`config.mk`:
```
export PLATFORM = sky130hd
export DESIGN_NAME = rms_alu
export DESIGN_NICKNAME = d
export VERILOG_FILES = /design/src/rtl/rms_pkg.sv /design/src/rtl/rms_alu.sv
export SDC_FILE = /design/constraint.sdc
export NUM_CORES = 1
export LEC_CHECK = 0
export ABC_CLOCK_PERIOD_IN_PS = 11270
export BUFFER_PORTS_ARGS = -buffer_cell sky130_fd_sc_hd__buf_2
export CORE_MARGIN = 5
export CORE_UTILIZATION = 55
export CTS_BUF_LIST = sky130_fd_sc_hd__clkbuf_16
export DETAILED_ROUTE_END_ITERATION = 10
export PLACE_DENSITY_LB_ADDON = 0.3
export SYNTH_ARGS = -nofsm -noshare
export SYNTH_HDL_FRONTEND = slang
export SYNTH_SLANG_ARGS = --single-unit
```
`constraint.sdc`:
```
create_clock -name i_clk -period 11.27 [get_ports i_clk]
set_clock_uncertainty 0.05 [all_clocks]
set_input_delay 1.127 -clock i_clk [delete_from_list [all_inputs] [get_ports i_clk]]
set_output_delay 1.127 -clock i_clk [all_outputs]
set_load 0.05 [all_outputs]
```
`src/rtl/rms_pkg.sv`:
```
package rms_pkg;

    localparam int unsigned REG_COUNT_DEF   = 32;
    localparam int unsigned MEM_WORDS_DEF   = 65536;
    localparam int unsigned MAX_PROGRAM_DEF = 65536;

    localparam int unsigned DATA_W = 32;
    localparam int unsigned PC_W   = 18;
    localparam int unsigned IMM_W  = 17;
    localparam int unsigned LEN_W  = 17;
    localparam int unsigned BUD_W  = 31;
    localparam int unsigned ST_W   = 3;
    localparam int unsigned CFG_W  = 31;

    typedef enum logic [3:0] {
        OP_BLANK = 4'd0,
        OP_ADD   = 4'd1,
        OP_SUB   = 4'd2,
        OP_MUL   = 4'd3,
        OP_DIV   = 4'd4,
        OP_RET   = 4'd5,
        OP_LDR   = 4'd6,
        OP_STR   = 4'd7,
        OP_MOV   = 4'd8,
        OP_JMP   = 4'd9,
        OP_JZ    = 4'd10
    } t_op;

    localparam logic [ST_W-1:0] ST_RUN    = 3'd0;
    localparam logic [ST_W-1:0] ST_RET    = 3'd1;
    localparam logic [ST_W-1:0] ST_BAD    = 3'd2;
    localparam logic [ST_W-1:0] ST_OUT    = 3'd3;
    localparam logic [ST_W-1:0] ST_BUDGET = 3'd4;

    localparam logic CFG_LEN = 1'b0;
    localparam logic CFG_BUD = 1'b1;

    typedef struct packed {
        logic                start;
        logic                is_div;
        logic [DATA_W-1:0]   a;
        logic [DATA_W-1:0]   b;
    } t_alu_req;

endpackage

```
`src/rtl/rms_alu.sv`:
```
// shared iterative unit: radix-2 signed divide or shift-add multiply
module rms_alu
    import rms_pkg::*;
(
    input  logic              i_clk,
    input  logic              i_rst_n,
    input  t_alu_req          i_req,
    output logic              o_done,
    output logic [DATA_W-1:0] o_result
);
    localparam int unsigned CNT_W = $clog2(DATA_W + 1);

    logic                r_busy, n_busy;
    logic                r_done, n_done;
    logic [CNT_W-1:0]    r_cnt, n_cnt;
    logic                r_div, n_div;
    logic                r_neg, n_neg;
    logic [DATA_W-1:0]   r_acc, n_acc;   // remainder or product
    logic [DATA_W-1:0]   r_q, n_q;       // dividend/quotient or multiplier
    logic [DATA_W-1:0]   r_d, n_d;       // divisor magnitude or multiplicand
    logic [DATA_W:0]     w_trial;
    logic [DATA_W-1:0]   w_rem;

    always_comb begin
        n_busy = r_busy;
        n_done = 1'b0;
        n_cnt  = r_cnt;
        n_div  = r_div;
        n_neg  = r_neg;
        n_acc  = r_acc;
        n_q    = r_q;
        n_d    = r_d;
        w_rem  = {r_acc[DATA_W-2:0], r_q[DATA_W-1]};
        w_trial = {1'b0, w_rem} - {1'b0, r_d};
        if (i_req.start) begin
            n_busy = 1'b1;
            n_cnt  = CNT_W'(DATA_W);
            n_div  = i_req.is_div;
            n_acc  = '0;
            if (i_req.is_div) begin
                n_neg = i_req.a[DATA_W-1] ^ i_req.b[DATA_W-1];
                n_q   = i_req.a[DATA_W-1] ? (DATA_W'(0) - i_req.a) : i_req.a;
                n_d   = i_req.b[DATA_W-1] ? (DATA_W'(0) - i_req.b) : i_req.b;
            end else begin
                n_neg = 1'b0;
                n_q   = i_req.b;
                n_d   = i_req.a;
            end
        end else if (r_busy) begin
            if (r_div) begin
                if (!w_trial[DATA_W]) begin
                    n_acc = w_trial[DATA_W-1:0];
                    n_q   = {r_q[DATA_W-2:0], 1'b1};
                end else begin
                    n_acc = w_rem;
                    n_q   = {r_q[DATA_W-2:0], 1'b0};
                end
            end else begin
                n_acc = r_acc + (r_q[0] ? r_d : '0);
                n_q   = r_q >> 1;
                n_d   = r_d << 1;
            end
            n_cnt = r_cnt - 1'b1;
            if (r_cnt == CNT_W'(1)) begin
                n_busy = 1'b0;
                n_done = 1'b1;
            end
        end
    end

    always_ff @(posedge i_clk) begin
        if (!i_rst_n) begin
            r_busy <= 1'b0;
            r_done <= 1'b0;
            r_cnt  <= '0;
        end else begin
            r_busy <= n_busy;
            r_done <= n_done;
            r_cnt  <= n_cnt;
        end
        r_div <= n_div;
        r_neg <= n_neg;
        r_acc <= n_acc;
        r_q   <= n_q;
        r_d   <= n_d;
    end

    assign o_done   = r_done;
    assign o_result = r_div ? (r_neg ? (DATA_W'(0) - r_q) : r_q) : r_acc;
endmodule

```
==> out/metrics.cfg <==
[power]
internal_power_mw=0.8594
p_comb_frac=0.450
seq_power_share=0.342
p_leak_nw=5.243
powerDensity_nw_per_um2=122.7
power_frac_clock=0.209
swShare=0.4290
power_switching_mw=0.6457
peakVddDrop_mv=0.06367

[cells_and_area]
final_nets=1656
drive_above_1_share=0.1038
syn_to_final_growth_pct=7.277
final_cell_mix=nand2_1 (148), nor2_1 (148), o21ai_0 (145)
finalNonFillerCells=1792
fin_util=0.6023
n_antenna_cell=0

[run]
cap_violations=0

[cts]
ctsRootBufferMaster=clkbuf_16
ctsResizeCount=0
htreeDepth=3
numCtsBuffers=9
clock_sinks=106
cts_tree=done
clk_path_buf_depth=2
cts_hold_buf=0
cts_setup_buffers=0
path_clk_slew_ns=0.08
clk_latency_ns=0.36

[synthesis]
synth_edf_count=66
syn-instance-count=1487
netlist_area_um2=11430
synth.distinct_cells=70
yosys_warnings=0
seq_area_frac_synth=0.2434
synth_area_per_cell_um2=7.689
synth_top_flop_cell=edfxtp_1
ys_seq_elements=106
syn-num-nets=1625
synthArstFlopShare=0

[worst_hold_path]
holdPathStages=2
hp-start=r_cnt[0]
hold_class=flop to flop
holdPathEnd=r_cnt[0]

[detailed_routing]
wl_per_cell_um=18.40
detail-route-antenna-nets=0
vias=11095
drc=0
drtIter0Drc=1027
routed_wl_mm=32.97
viasPerCell=6.191
dr.pass1.iters=5

[sta]
finalSetupViolCount=0
rsz0062_at_grt=false
slew_violations=0
tightest_slew_ns=1.104
fin_tns_setup_ns=0
fin_crit_sh=0.4674
fmax_mhz=189.8
finalHoldViolations=0
finalCriticalPeriod_ns=5.268
whs_ns=0.4524
max_slew_margin=0.2640

[placement]
place_inst=1777
dpl.hpwl_mm=25.33
gp_congestion=0.9555
io_buffers=100

[global_routing]
grt_use_total=0.2719
grt.overflow.total=0
grt_pass1_wl_mm=53.62
grt_pass1_vias=10253
antenna_found_initial=0
grt_start_max_net_pins=128

[worst_setup_path]
r2r_cells=12
rr_startpoint=r_q[0]
critPathKind=flop to output pin
cp.arrival_ns=4.09
worstPathRequired_ns=10.09
rrSetupSlack_ns=6.89
setup.worst_path.end_class=output pin
crit_fanout=31
r2r_end=r_acc[28]
startpoint_type=flop

[die]
initial_core_util=0.5614
die_area_um2=23770
std_cell_rows=52
coreArea_um2=20360
die_y_um=154.2
die_w_um=154.2
io_pins=101

[outcome]
status=finished clean

==> sequential cells by signal (all words and copies together) (netlist names) <==
signal	count
r_d	32
r_cnt	6
r_q	32
r_neg	1
r_busy	1
r_div	1
r_acc	32
o_done	1
==> worst max path at each step <==
| stage | from | to | slack [ns] | cells past startpoint |
|---|---|---|---|---|
| final | r_q[0] | o_result[26] | 6.00 | 11 |
| after CTS | r_q[0] | o_result[28] | 5.99 | 11 |
| after floorplan | r_q[0] | o_result[26] | 6.68 | 11 |
| after detailed placement | r_q[0] | o_result[28] | 6.39 | 11 |
| after global routing | r_q[0] | o_result[28] | 5.74 | 11 |
| after global placement | r_q[0] | o_result[26] | 6.48 | 11 |
==> worst max-delay path, stage by stage (launching register included) <==
cell and delay, ns:
edfxtp_1 0.46, inv_1 0.72, ha_1 0.30, nand2b_1 0.09, nand2b_1 0.19, or3_1 0.41, nand2b_1 0.25, or3_1 0.45
o41ai_1 0.32, xor2_1 0.12, a21oi_1 0.15, buf_2 0.28
==> cell usage after synthesis, drive strengths merged (36+ instances only) <==
cell	n	area [um2]
inv	63	236.5
dfxtp	40	800.8
clkbuf	65	244.0
xor2	103	902.1
ha	68	850.8
edfxtp	66	1982
o21ai	146	730.7
a21o	37	277.8
a21oi	116	580.6
mux2i	42	420.4
xnor2	36	315.3
o211ai	63	473.0
nand2	148	555.5
nor2	148	555.5
==> power groups by stage <==
stage          Clock (mW)  Combinational, mW  Sequential (mW)
3_5_place_dp            0              0.661            0.521
5_1_grt             0.337              0.742            0.520
2_1_floorplan           0              0.512            0.502
4_1_cts             0.318              0.666            0.513
3_3_place_gp            0              0.652            0.519
6_report            0.314              0.677            0.514
==> per-stage QoR <==
stage	area, um2	setup WS, ns	total power [mW]
global placement	11980	6.477	1.172
detailed placement	11980	6.392	1.182
global route	12270	5.739	1.599
CTS	12270	5.988	1.496
floorplan	11430	6.681	1.014
finish	12270	6.002	1.505
==> cells by family after synthesis <==
family / count (synthesis) / synth area share
compound gates: 513 / 0.2872
mux: 52 / 0.04662
fa+ha+maj: 70 / 0.07792
xor+xnor: 139 / 0.1065
buf+inv: 152 / 0.05307
flops: 106 / 0.2434
simple gates: 455 / 0.1854
==> per-layer routing <==
layer	global-route usage	vias up	part of all wire
li1	-	5509	-
met1	0.4004	5132	0.46
met2	0.4189	410	0.44
met3	0.03884	44	0.070
met4	0.07149	0	0.023
met5	0	-	0
==> cell type report <==
cell class                 count  area [um2]
timing repair buffer         109       573.1
inverter                      63       236.5
tap                          270       337.8
fill                        1844        8099
clock inverter                 6       62.56
sequential                   106        2783
clock buffer                   9       225.2
multi-input combinational   1229        8048
No activity file was read; power rests on OpenSTA's default activity.
